--- src/imu_ufr_pkg.sv ---
// Shared types and constants for the IMU serial frame receiver.
// No dependencies; imported by the byte cell, the top level, the checker and the testbench.
package imu_ufr_pkg;

    localparam int BYTE_W       = 8;
    localparam int POS_W        = 5;
    localparam int KEPT_LEN     = 13;    // index byte plus twelve value bytes
    localparam int SUM_LEN      = 16;    // bytes covered by the checksum
    localparam int HEADER_W     = 16;
    localparam logic [HEADER_W-1:0] HEADER_RESET = 16'hAAAA;

    typedef enum logic [1:0] {
        STAT_HDR_OK   = 2'd0,
        STAT_HDR_ERR  = 2'd1,
        STAT_CHK_GOOD = 2'd2,
        STAT_CHK_ERR  = 2'd3
    } status_t;

endpackage

--- src/imu_uart_frame_receiver.sv ---
// Top level of the IMU serial frame receiver: header hunt, checksum and latch.
// Depends on imu_ufr_pkg and imu_ufr_cell (payload shift line).
//
// Usage:
//   Input channel: rx_byte with in_valid / in_stall, one serial byte per item.
//   Output channel: status and the last-good-frame fields with out_valid /
//   out_stall. A result leaves for the second byte of each header pair and
//   for the checksum byte of each frame; other bytes give no result.
//   cfg_write_en / cfg_write_data write the expected header (first byte in
//   the low half); write it only while the block is idle.
// Timing:
//   One byte per cycle while in_stall is low. A result shows on out_valid in the
//   cycle after its byte is accepted. The first 13 payload bytes move one cell
//   along a 13-cell shift line per accepted byte; the checksum sums all 16.
// Reset:
//   The block hunts for a header, the header register reads 0xAAAA and all
//   latched fields read zero.
// Stall:
//   A waiting result is held in the output register. Bytes that cause no
//   result are still accepted; in_stall rises only for a byte that would
//   produce a result while the previous one is still waiting.
module imu_uart_frame_receiver
    import imu_ufr_pkg::*;
(
    input  logic                 clk,
    input  logic                 rst_n,
    input  logic                 cfg_write_en,
    input  logic [HEADER_W-1:0]  cfg_write_data,
    input  logic                 in_valid,
    output logic                 in_stall,
    input  logic [BYTE_W-1:0]    rx_byte,
    output logic                 out_valid,
    input  logic                 out_stall,
    output logic [1:0]           status,
    output logic [7:0]           frame_index,
    output logic signed [16:0]   yaw_out,
    output logic signed [15:0]   pitch_out,
    output logic signed [15:0]   roll_out,
    output logic signed [15:0]   accel_x_out,
    output logic signed [15:0]   accel_y_out,
    output logic signed [15:0]   accel_z_out
);

    logic [HEADER_W-1:0] header_reg;
    logic                hunting_reg, hunting_next;
    logic [POS_W-1:0]    pos_reg, pos_next;
    logic [BYTE_W-1:0]   first_reg, first_next;
    logic [BYTE_W-1:0]   sum_reg, sum_next;
    logic                out_valid_reg, out_valid_next;
    status_t             status_reg, status_next;
    logic                latch_en;

    logic [BYTE_W-1:0]   index_reg;
    logic signed [16:0]  yaw_reg;
    logic signed [15:0]  pitch_reg, roll_reg, ax_reg, ay_reg, az_reg;

    logic                accept, will_emit, shift_en;
    logic [BYTE_W-1:0]   cell_q [KEPT_LEN];

    // Byte k of the frame body sits in cell KEPT_LEN-1-k once all cells are full.
    function automatic logic signed [15:0] word_at(input logic [BYTE_W-1:0] lo,
                                                   input logic [BYTE_W-1:0] hi);
        return signed'({hi, lo});
    endfunction

    assign will_emit = hunting_reg ? (pos_reg == POS_W'(1)) : (pos_reg == POS_W'(SUM_LEN));
    assign in_stall  = out_valid_reg && out_stall && will_emit;
    assign accept    = in_valid && !in_stall;
    assign shift_en  = accept && !hunting_reg && (pos_reg < POS_W'(KEPT_LEN));

    // Payload shift line
    generate
        for (genvar i = 0; i < KEPT_LEN; i++)
        begin : g_cell
            if (i == 0)
            begin : g_head
                imu_ufr_cell u_cell (
                    .clk   (clk),
                    .shift (shift_en),
                    .d     (rx_byte),
                    .q     (cell_q[i])
                );
            end
            else
            begin : g_body
                imu_ufr_cell u_cell (
                    .clk   (clk),
                    .shift (shift_en),
                    .d     (cell_q[i-1]),
                    .q     (cell_q[i])
                );
            end
        end
    endgenerate

    always_comb
    begin
        hunting_next   = hunting_reg;
        pos_next       = pos_reg;
        first_next     = first_reg;
        sum_next       = sum_reg;
        status_next    = status_reg;
        latch_en       = 1'b0;
        out_valid_next = out_valid_reg && out_stall;

        if (accept)
        begin
            if (hunting_reg)
            begin
                if (pos_reg == '0)
                begin
                    first_next = rx_byte;
                    pos_next   = POS_W'(1);
                end
                else
                begin
                    pos_next       = '0;
                    out_valid_next = 1'b1;
                    if ({rx_byte, first_reg} == header_reg)
                    begin
                        hunting_next = 1'b0;
                        sum_next     = '0;
                        status_next  = STAT_HDR_OK;
                    end
                    else
                    begin
                        status_next = STAT_HDR_ERR;
                    end
                end
            end
            else if (pos_reg < POS_W'(SUM_LEN))
            begin
                sum_next = sum_reg + rx_byte;
                pos_next = pos_reg + POS_W'(1);
            end
            else
            begin
                hunting_next   = 1'b1;
                pos_next       = '0;
                out_valid_next = 1'b1;
                if (rx_byte == sum_reg)
                begin
                    latch_en    = 1'b1;
                    status_next = STAT_CHK_GOOD;
                end
                else
                begin
                    status_next = STAT_CHK_ERR;
                end
            end
        end
    end

    always_ff @(posedge clk or negedge rst_n)
    begin
        if (!rst_n)
        begin
            header_reg    <= HEADER_RESET;
            hunting_reg   <= 1'b1;
            pos_reg       <= '0;
            first_reg     <= '0;
            sum_reg       <= '0;
            out_valid_reg <= 1'b0;
            status_reg    <= STAT_HDR_OK;
            index_reg     <= '0;
            yaw_reg       <= '0;
            pitch_reg     <= '0;
            roll_reg      <= '0;
            ax_reg        <= '0;
            ay_reg        <= '0;
            az_reg        <= '0;
        end
        else
        begin
            if (cfg_write_en)
            begin
                header_reg <= cfg_write_data;
            end
            hunting_reg   <= hunting_next;
            pos_reg       <= pos_next;
            first_reg     <= first_next;
            sum_reg       <= sum_next;
            out_valid_reg <= out_valid_next;
            status_reg    <= status_next;
            // Latched fields change only with a new result, so they drive the port directly.
            if (latch_en)
            begin
                index_reg <= cell_q[KEPT_LEN-1];
                yaw_reg   <= -17'(word_at(cell_q[KEPT_LEN-2], cell_q[KEPT_LEN-3]));
                roll_reg  <= word_at(cell_q[KEPT_LEN-4], cell_q[KEPT_LEN-5]);
                pitch_reg <= word_at(cell_q[KEPT_LEN-6], cell_q[KEPT_LEN-7]);
                ax_reg    <= word_at(cell_q[KEPT_LEN-8], cell_q[KEPT_LEN-9]);
                ay_reg    <= word_at(cell_q[KEPT_LEN-10], cell_q[KEPT_LEN-11]);
                az_reg    <= word_at(cell_q[KEPT_LEN-12], cell_q[KEPT_LEN-13]);
            end
        end
    end

    assign out_valid   = out_valid_reg;
    assign status      = status_reg;
    assign frame_index = index_reg;
    assign yaw_out     = yaw_reg;
    assign pitch_out   = pitch_reg;
    assign roll_out    = roll_reg;
    assign accel_x_out = ax_reg;
    assign accel_y_out = ay_reg;
    assign accel_z_out = az_reg;

endmodule

--- src/imu_ufr_cell.sv ---
// One byte cell of the payload shift line.
// Depends on imu_ufr_pkg for the byte width.
module imu_ufr_cell
    import imu_ufr_pkg::*;
(
    input  logic              clk,
    input  logic              shift,
    input  logic [BYTE_W-1:0] d,
    output logic [BYTE_W-1:0] q
);

    logic [BYTE_W-1:0] data_reg;

    // Take the byte on d on each shift, hold otherwise.
    always_ff @(posedge clk)
    begin
        if (shift)
        begin
            data_reg <= d;
        end
    end

    assign q = data_reg;

endmodule

--- config.mk ---
export PLATFORM = sky130hd
export DESIGN_NAME = imu_uart_frame_receiver
export DESIGN_NICKNAME = d
export VERILOG_FILES = /design/src/imu_ufr_pkg.sv /design/src/imu_uart_frame_receiver.sv /design/src/imu_ufr_cell.sv
export SDC_FILE = /design/constraint.sdc
export NUM_CORES = 1
export LEC_CHECK = 0
export BUFFER_PORTS_ARGS = -buffer_cell sky130_fd_sc_hd__buf_2
export CAP_MARGIN = 25
export CORE_AREA = 2 2 143 145
export DETAILED_ROUTE_END_ITERATION = 10
export DIE_AREA = 0 0 145 147
export PLACE_DENSITY = 0.72
export SLEW_MARGIN = 10
export SYNTH_ARGS = -nofsm -noshare
export SYNTH_HDL_FRONTEND = slang
export SYNTH_SLANG_ARGS = --single-unit
--- constraint.sdc ---
create_clock -name clk -period 20.4 [get_ports clk]
set_input_delay 1.02 -clock clk [delete_from_list [all_inputs] [get_ports clk]]
set_output_delay 1.02 -clock clk [all_outputs]
set_load 0.02 [all_outputs]
==> results.tsv, run 1 <==
metric	value	unit
clock power share	0.444	
Die Wd	145	um
Pwr Density	93.28	nW/um^2
Crit. End Element	flop	
max-slew violations	0	
Netlist cell types	49	
Combinational Power Share	0.050	
final core occ	0.5827	
starting density of the core	0.4900	
post-CTS repair timing setup buffer count	0	
Worst Setup SP	rx_byte[3]	
hold_buf cts	0	
number of placement rows	52	
commonest cells in the netlist	dfrtp_1 (137), edfxtp_1 (104), mux2_2 (73)	
Final ANT Viol Nets	0	
first-pass GRT wire length	28990	um
CTS tree	built	
max FFs per register	96	
Resize count post-CTS	0	
vias	5058	
Leakage	5.245	nW
top cell type's share of synthesized area	0.3526	
max-cap violations	0	
Worst Hold Class	reg -> reg	
Pre-antenna DRT Iters	4	
top-count cell post-synth	dfrtp_1	
pin count of the biggest net entering global routing	92	
die outline height	147	um
setup_tns	0	ps
Fmax	0.2412	GHz
Power Total	1.079	mW
cts bufs inserted	26	
final cycle utilization of the critical path	0.2032	
WP data arrival	4530	ps
Slew @ Worst Pin	914.4	ps
NumNets Final	749	
Final setup violation count	0	
final hold viol count	0	
Seq pwr share	0.506	
share of flip-flops with an asynchronous set or reset	0.5840	
Top Ports	138	
post-synthesis cell area	9723	um^2
Synthesis Warnings	0	
internal power	855.5	uW
switching part of the total power	0.2068	
CP required	20790	ps
Crit Path Max Fanout	53	
cell taking the most area after synthesis	dfrtp_1	
clock period minus worst slack	4146	ps
Setup Skew	18.54	ps
dominant cells by area after synthesis	dfrtp_1 (35%), edfxtp_1 (32%), mux2_2 (8.5%)	
die area	21320	um^2
Worst setup SP type	primary input	
antenna violations before repair	0	
P_sw	223.1	uW
Clock transition at path regs	60	ps
Syn-to-layout area delta	18.92	%
clk_lat worst skew	520	ps
FF+latch area	6788	um^2
Iter 0 DRT Violations	264	
Relative slew margins	0.3904	
worst setup margin	16250	ps
# clock sinks	250	
Ant. Diodes	0	
register area share after synthesis	0.6981	
Yosys reg bits	250	
RSZ-0062 raised after global routing	false	
worst r2r src	pos_reg[0]	
Detailed Route WL	17600	um
CTS H-tree lvls	1	
Post-synth EDFFs	104	
VDD IR max	0.06963	mV
drt wl/cell	17.64	um
FILL cells	1549	
Root Buffer	clkbuf_16	
DR vias/cell	5.068	
PortBufs	137	
post-place setup slack	15700	ps
min-delay src	g_cell[4].g_body.u_cell.q[6]	
Max clock buf depth	3	
detailed-route DRC error count	0	
fraction of layout instances using a drive strength above 1	0.4409	
vias in the first global route	5421	
predominant post-synthesis flop cell	dfrtp_1	
Synth Net Count	597	
GPL Wtd Cong	0.8674	
status	finished, final reports clean	
Crit Path Class	in -> reg	
Cells after Synth	556	
Post-DP HPWL	11680	um
Mean Syn Cell Area	17.49	um^2
Multi-input gate area	2795	um^2
Core Area	19840	um^2
GRT Residual Overflow	0	
Total GRT Usage	0.1676	
[area by class of cell]
class / instances / share of cell area
clock buffers: 37 / 0.06514
clock inverters: 11 / 0.01147
inverters: 7 / 0.002272
multi-input cells: 281 / 0.2417
flip-flops and latches: 250 / 0.5871
well taps: 270 / 0.02922
repair buffers: 142 / 0.06309
[placed cells by master (no fill, tap or decap), drive strengths merged, types with 2 or more instances in the layout]
| cell | count |
|---|---|
| or2 | 3 |
| a21o | 2 |
| bufinv | 3 |
| a22o | 7 |
| dfrtp | 137 |
| xnor2 | 28 |
| xor2 | 8 |
| nor4 | 6 |
| o21ai | 5 |
| nand3b | 2 |
| dfstp | 9 |
| or4 | 2 |
| and3 | 3 |
| nor3 | 12 |
| nor2 | 11 |
| ha | 11 |
| edfxtp | 104 |
| clkbuf | 37 |
| inv | 7 |
| nand4b | 2 |
| clkinv | 7 |
| a21boi | 2 |
| nand4 | 4 |
| buf | 142 |
| nand3 | 5 |
| mux2 | 129 |
| nand2 | 17 |
| a21oi | 6 |
[worst max-delay path, cell delays in order]
cell and delay [ps]:
buf_2 130, ha_1 380, nor4_1 260, and3_1 210, nand2_1 90, nor3_4 580, buf_4 600, buf_4 820
mux2_2 420
[per-stage QoR]
| stage | instances | cell area (um^2) | hold WS (ps) |
|---|---|---|---|
| after global routing | 998 | 11560 | 442.0 |
| after floorplan | 556 | 9723 | 420.4 |
| final | 998 | 11560 | 441.0 |
| after CTS | 998 | 11560 | 441.4 |
| after detailed placement | 950 | 10680 | 428.8 |
| after global placement | 950 | 10680 | 423.7 |
[power by group through the flow]
stage | Combinational [mW] | Sequential, mW | Clock, mW
after floorplan | 0.0349 | 0.555 | 0
after global placement | 0.0525 | 0.555 | 0
after detailed placement | 0.0548 | 0.556 | 0
after CTS | 0.0551 | 0.546 | 0.490
after global routing | 0.0608 | 0.547 | 0.513
final | 0.0542 | 0.546 | 0.479
[layer usage]
layer / vias up / track usage / part of all wire
li1: 2355 / - / -
met1: 2542 / 0.2271 / 0.44
met4: 0 / 0.03366 / 0.013
met2: 139 / 0.2814 / 0.49
met3: 22 / 0.03913 / 0.060
met5: - / 0 / 0
[final timing paths]
kind | cells past startpoint | to | slack [ps]
max reg2reg | 9 | yaw_out[16] | 16380
min | 0 | g_cell[5].g_body.u_cell.q[6] | 440
max | 9 | yaw_out[16] | 16250
min reg2reg | 0 | g_cell[5].g_body.u_cell.q[6] | 440
min in group asynchronous | 1 | yaw_out[5] | 600
max in group asynchronous | 2 | first_reg[7] | 18550
[cell families (layout without fill, tap and decap cells)]
family	count (synthesis)	in the layout	synth area share
AOI/OAI and AO/OA	31	31	0.02548
xor gates and xnor gates	36	36	0.03243
adders and majority gates	12	12	0.01621
buffers and inverters	25	197	0.01660
DFF	250	250	0.6981
muxes	129	129	0.1687
and+or+nand+nor	73	73	0.04247
Power figures use the tool's default switching activity.
==> run 2: changes to the inputs <==
--- a/config.mk
+++ b/config.mk
@@ -10,7 +10,7 @@
 export CORE_AREA = 2 2 143 145
 export DETAILED_ROUTE_END_ITERATION = 10
 export DIE_AREA = 0 0 145 147
-export PLACE_DENSITY = 0.72
+export PLACE_DENSITY = 0.75
 export SLEW_MARGIN = 10
 export SYNTH_ARGS = -nofsm -noshare
 export SYNTH_HDL_FRONTEND = slang
==> constraint.sdc (replaced) <==
create_clock -name clk -period 3.8 [get_ports clk]
set_input_delay 0.19 -clock clk [delete_from_list [all_inputs] [get_ports clk]]
set_output_delay 0.19 -clock clk [all_outputs]
set_load 0.02 [all_outputs]
==> results.tsv, run 2 (synthesis gave the netlist of run 1 again) <==
metric	value	unit	change
status	finished, final reports clean		unchanged
Pwr Density	486.8	nW/um^2	was 93.28 nW/um^2
CTS tree	built		unchanged
vias in the first global route	5606		was 5421
Final ANT Viol Nets	0		unchanged
max FFs per register	96		unchanged
Crit Path Class	reg -> reg		was in -> reg
number of placement rows	52		unchanged
drt wl/cell	17.65	um	was 17.64 um
starting density of the core	0.4900		unchanged
cts bufs inserted	26		unchanged
final hold viol count	0		unchanged
clk_lat worst skew	510	ps	was 520 ps
pin count of the biggest net entering global routing	105		was 92
VDD IR max	0.3460	mV	was 0.06963 mV
crit-path cells	inv_1 > ha_1 > nand3b_4 > a2111oi_4 > nand2b_1 > nor3_4 > buf_4 > mux2_2		was buf_2 > ha_1 > nor4_1 > and3_1 > nand2_1 > nor3_4 > buf_4 > buf_4 > mux2_2
Crit Path Max Fanout	17		was 53
post-place setup slack	983.8	ps	was 15700 ps
Resize count post-CTS	0		unchanged
dpl cells	954		was 950
Final setup violation count	0		unchanged
vias	5211		was 5058
DR vias/cell	5.069		was 5.068
most common cell after layout, fill and taps aside	dfrtp_1		unchanged
Top Ports	138		unchanged
Syn-to-layout area delta	22.37	%	was 18.92%
Worst path slowest cell	nor3_4		was buf_4
post-CTS repair timing setup buffer count	0		unchanged
Power Total	5.792	mW	was 1.079 mW
Clock transition at path regs	60	ps	about the same
GPL Wtd Cong	0.9014		was 0.8674
first-pass GRT wire length	29790	um	was 28990 um
Critical path buffers and inverters	2		was 3
Multi-input gate area	2795	um^2	unchanged
fraction of layout instances using a drive strength above 1	0.4288		was 0.4409
CP required	4190	ps	was 20790 ps
detailed-route DRC error count	0		unchanged
clock period minus worst slack	2799	ps	
most frequent cells in the layout	dfrtp_1 (137), buf_2 (136), edfxtp_1 (104)		unchanged
antenna violations before repair	0		unchanged
Crit. End Element	flop		unchanged
Worst Hold Class	in -> reg		was reg -> reg
WP data arrival	3190	ps	was 4530 ps
GRT Residual Overflow	0		unchanged
Core Area	19840	um^2	unchanged
WHS	42.96	ps	was 441.0 ps
RSZ-0062 raised after global routing	false		unchanged
NumNets Final	779		was 749
# clock sinks	250		unchanged
hold_buf cts	26		was 0
Ant. Diodes	0		unchanged
Total GRT Usage	0.1729		was 0.1676
Fmax	0.3573	GHz	
FILL cells	1480		was 1549
PortBufs	137		unchanged
final cycle utilization of the critical path	0.7365		
Root Buffer	clkbuf_16		unchanged
Relative slew margins	0.3979		was 0.3904
Worst path max stage delay	600	ps	was 820 ps
Max clock buf depth	3		unchanged
delay-heaviest family, CP	simple AND/OR/NAND/NOR gates		was buffers and inverters
Leakage	5.388	nW	was 5.245 nW
Pre-antenna DRT Iters	4		unchanged
max-cap violations	0		unchanged
worst setup margin	1001	ps	was 16250 ps
die area	21320	um^2	unchanged
Slew @ Worst Pin	903.2	ps	was 914.4 ps
setup_tns	0	ps	unchanged
non-filler instance count after layout	1028		was 998
Detailed Route WL	18140	um	was 17600 um
die outline height	147	um	unchanged
Iter 0 DRT Violations	313		was 264
FF+latch area	6788	um^2	unchanged
Worst setup SP type	flop		was primary input
CTS H-tree lvls	1		unchanged
Die Wd	145	um	unchanged
max-slew violations	0		unchanged
Post-DP HPWL	12070	um	was 11680 um
Setup Skew	9.340	ps	was 18.54 ps
-- run 2: report_power, final --
part           switching, mW  leakage, nW  total, mW  internal, mW
registers             0.0529         2.90       2.93          2.88
clock network          0.971        0.434       2.54          1.57
logic                  0.165         2.05      0.318         0.154
-- run 2: final timing paths --
kind,startpoint,to,slack [ps],depth (start not counted)
max in group asynchronous,rst_n,accel_x_out[11],2570,3
hold / removal,rx_byte[7],g_cell[0].g_head.u_cell.q[7],40,1
setup / recovery,pos_reg[0],accel_y_out[2],1000,8
min in group asynchronous,rst_n,roll_out[6],330,2
setup reg to reg,pos_reg[0],accel_y_out[2],1000,8
hold reg to reg,g_cell[1].g_body.u_cell.q[6],g_cell[2].g_body.u_cell.q[6],440,0
-- run 2: area by class of cell --
type	count	area share
Tap cell	270	0.02839
Inverter	7	0.002208
Timing Repair Buffer	172	0.08991
Clock inverter	6	0.006625
Multi-Input combinational cell	281	0.2349
Sequential cell	250	0.5705
Clock buffer	42	0.06741
-- run 2: routing by layer --
metal | wire (um) | vias to the layer above | share of wire | global-route usage
li1 | - | 2409 | - | -
met1 | 7560 | 2591 | 0.42 | 0.2235
met2 | 8835 | 174 | 0.49 | 0.2888
met3 | 1241 | 37 | 0.068 | 0.04193
met4 | 503 | 0 | 0.028 | 0.05990
met5 | 0 | - | 0 | 0
-- run 2: per-stage QoR --
stage | utilization | cell area (um^2)
after floorplan | - | 9738
after global placement | 0.5421 | 10760
after detailed placement | 0.5421 | 10760
after CTS | 0.5996 | 11900
after global routing | 0.5996 | 11900
final | 0.5996 | 11900
==> run 3: changes to the inputs <==
--- a/config.mk
+++ b/config.mk
@@ -10,7 +10,7 @@
 export CORE_AREA = 2 2 143 145
 export DETAILED_ROUTE_END_ITERATION = 10
 export DIE_AREA = 0 0 145 147
-export PLACE_DENSITY = 0.75
+export PLACE_DENSITY = 0.72
 export SLEW_MARGIN = 10
 export SYNTH_ARGS = -nofsm -noshare
 export SYNTH_HDL_FRONTEND = slang
==> constraint.sdc (replaced) <==
create_clock -name clk -period 2.92 [get_ports clk]
set_input_delay 0.146 -clock clk [delete_from_list [all_inputs] [get_ports clk]]
set_output_delay 0.146 -clock clk [all_outputs]
set_load 0.02 [all_outputs]
==> results.tsv, run 3 (synthesis gave the netlist of run 1 again) <==
metric	value	unit	change
drt wl/cell	17.76	um	was 17.65 um
Final ANT Viol Nets	0		unchanged
GRT Residual Overflow	0		unchanged
Crit Path Max Fanout	37		was 17
Post-DP HPWL	11710	um	was 12070 um
switching part of the total power	0.2102		was 0.2053
min-delay src	cfg_write_en		was rx_byte[7]
P_sw	1.570	mW	was 1.189 mW
vias	5240		was 5211
final core occ	0.6006		was 0.5996
Slew @ Worst Pin	610.0	ps	was 903.2 ps
non-filler instance count after layout	1028		unchanged
post-place setup slack	322.9	ps	was 983.8 ps
pin count of the biggest net entering global routing	105		unchanged
max-slew violations	0		unchanged
Leakage	5.395	nW	was 5.388 nW
# clock sinks	250		unchanged
Combinational Power Share	0.055		about the same
Die Wd	145	um	unchanged
Top Ports	138		unchanged
FILL cells	1500		was 1480
Worst path max stage delay	710	ps	was 600 ps
starting density of the core	0.4900		unchanged
most frequent cells in the layout	dfrtp_1 (137), buf_2 (136), edfxtp_1 (104)		unchanged
WHS Endpoint	header_reg[1]		was g_cell[0].g_head.u_cell.q[7]
final hold viol count	0		unchanged
Power Total	7.468	mW	was 5.792 mW
Pre-antenna DRT Iters	4		unchanged
Pwr Density	626.6	nW/um^2	was 486.8 nW/um^2
Top cell by count, worst path	buf_12		
FF+latch area	6788	um^2	unchanged
PortBufs	137		unchanged
DR vias/cell	5.097		was 5.069
Detailed Route WL	18250	um	was 18140 um
Worst Hold Class	in -> reg		unchanged
Resize count post-CTS	0		unchanged
Iter 0 DRT Violations	333		was 313
CP required	3310	ps	was 4190 ps
Crit Path Class	reg -> reg		unchanged
status	finished, final reports clean		unchanged
internal power	5.898	mW	was 4.603 mW
cts bufs inserted	26		unchanged
Clock transition at path regs	60	ps	about the same
max-cap violations	0		unchanged
final cycle utilization of the critical path	0.8955		was 0.7365
Max clock buf depth	3		unchanged
Total GRT Usage	0.1724		was 0.1729
Syn-to-layout area delta	22.57	%	was 22.37%
RSZ-0062 raised after global routing	false		unchanged
vias in the first global route	5576		was 5606
die area	21320	um^2	unchanged
number of placement rows	52		unchanged
Final setup violation count	0		unchanged
dpl cells	953		was 954
crit-path cells	nand3b_4 > a2111oi_4 > nand2b_1 > nor3_4 > buf_12 > buf_12 > mux2_4		was inv_1 > ha_1 > nand3b_4 > a2111oi_4 > nand2b_1 > nor3_4 > buf_4 > mux2_2
Seq pwr share	0.511		was 0.506
cells on worst reg2reg path	7		was 8
GPL Wtd Cong	0.8195		was 0.9014
Core Area	19840	um^2	unchanged
max FFs per register	96		unchanged
Root Buffer	clkbuf_16		unchanged
Relative slew margins	0.5933		was 0.3979
delay-heaviest family, CP	flip-flops		was simple AND/OR/NAND/NOR gates
antenna violations before repair	0		unchanged
Setup Skew	10.73	ps	was 9.340 ps
fraction of layout instances using a drive strength above 1	0.4340		was 0.4288
clock power share	0.434		was 0.439
Worst path slowest cell	dfstp_2		was nor3_4
most common cell after layout, fill and taps aside	dfrtp_1		unchanged
Crit. End Element	flop		unchanged
worst r2r src	hunting_reg		was pos_reg[0]
detailed-route DRC error count	0		unchanged
clk_lat worst skew	510	ps	about the same
Multi-input gate area	2805	um^2	was 2795 um^2
VDD IR max	0.4385	mV	was 0.3460 mV
clock period minus worst slack	2615	ps	was 2799 ps
NumNets Final	779		unchanged
die outline height	147	um	unchanged
Ant. Diodes	0		unchanged
Fmax	0.3824	GHz	was 0.3573 GHz
Worst setup SP type	flop		unchanged
Worst R2R End	roll_out[14]		was accel_y_out[2]
Reg2Reg Setup Slack	310	ps	was 1000 ps
Hold Crit Depth	2		was 1
WP data arrival	3010	ps	was 3190 ps
Critical path buffers and inverters	2		unchanged
worst setup margin	305.2	ps	was 1001 ps
CTS tree	built		unchanged
first-pass GRT wire length	29900	um	was 29790 um
CTS H-tree lvls	1		unchanged
[run 3: worst max-delay path by stage]
stage	from	to	slack (ps)	cells past startpoint
floorplan	pos_reg[4]	g_cell[0].g_head.u_cell.q[0]	-20	4
global placement	hunting_reg	frame_index[7]	450	7
detailed placement	hunting_reg	roll_out[0]	320	7
CTS	hunting_reg	yaw_out[8]	300	7
global route	pos_reg[0]	roll_out[6]	170	9
finish	hunting_reg	roll_out[14]	310	7
[run 3: what timing repair did]
action,4_1_cts,5_1_grt
endpoints found under the setup margin,0,0
endpoints found under the hold margin,92,0
hold buffers,27,0
setup buffers,0,0
[run 3: layer usage]
layer,share of wire,track usage,up-vias,routed length [um]
li1,-,-,2413,-
met1,0.41,0.2156,2664,7522
met2,0.51,0.3010,142,9283
met3,0.067,0.04783,21,1227
met4,0.012,0.04059,0,220
met5,0,0,-,0
[run 3: per-stage QoR]
step / setup TNS, ps / instance area, um^2 / hold WS (ps)
final: 0 / 11920 / 157.9
after global routing: 0 / 11920 / 155.9
after CTS: 0 / 11920 / 128.6
after detailed placement: 0 / 10780 / 183.3
after global placement: 0 / 10780 / 169.2
after floorplan: -2295 / 9751 / -149.6
[run 3: area by class of cell]
class                   count  area share
flip-flops and latches    250      0.5696
multi-input cells         281      0.2354
repair buffers            172     0.09207
clock buffers              38     0.06604
well taps                 270     0.02835
clock inverters            10    0.006404
inverters                   7    0.002205
[run 3: power groups by stage]
stage / Combinational (mW) / Clock, mW / Sequential, mW
after CTS: 0.418 / 3.33 / 3.82
after global routing: 0.455 / 3.47 / 3.83
after floorplan: 0.246 / 0 / 3.88
after detailed placement: 0.387 / 0 / 3.88
after global placement: 0.367 / 0 / 3.88
final: 0.413 / 3.24 / 3.82
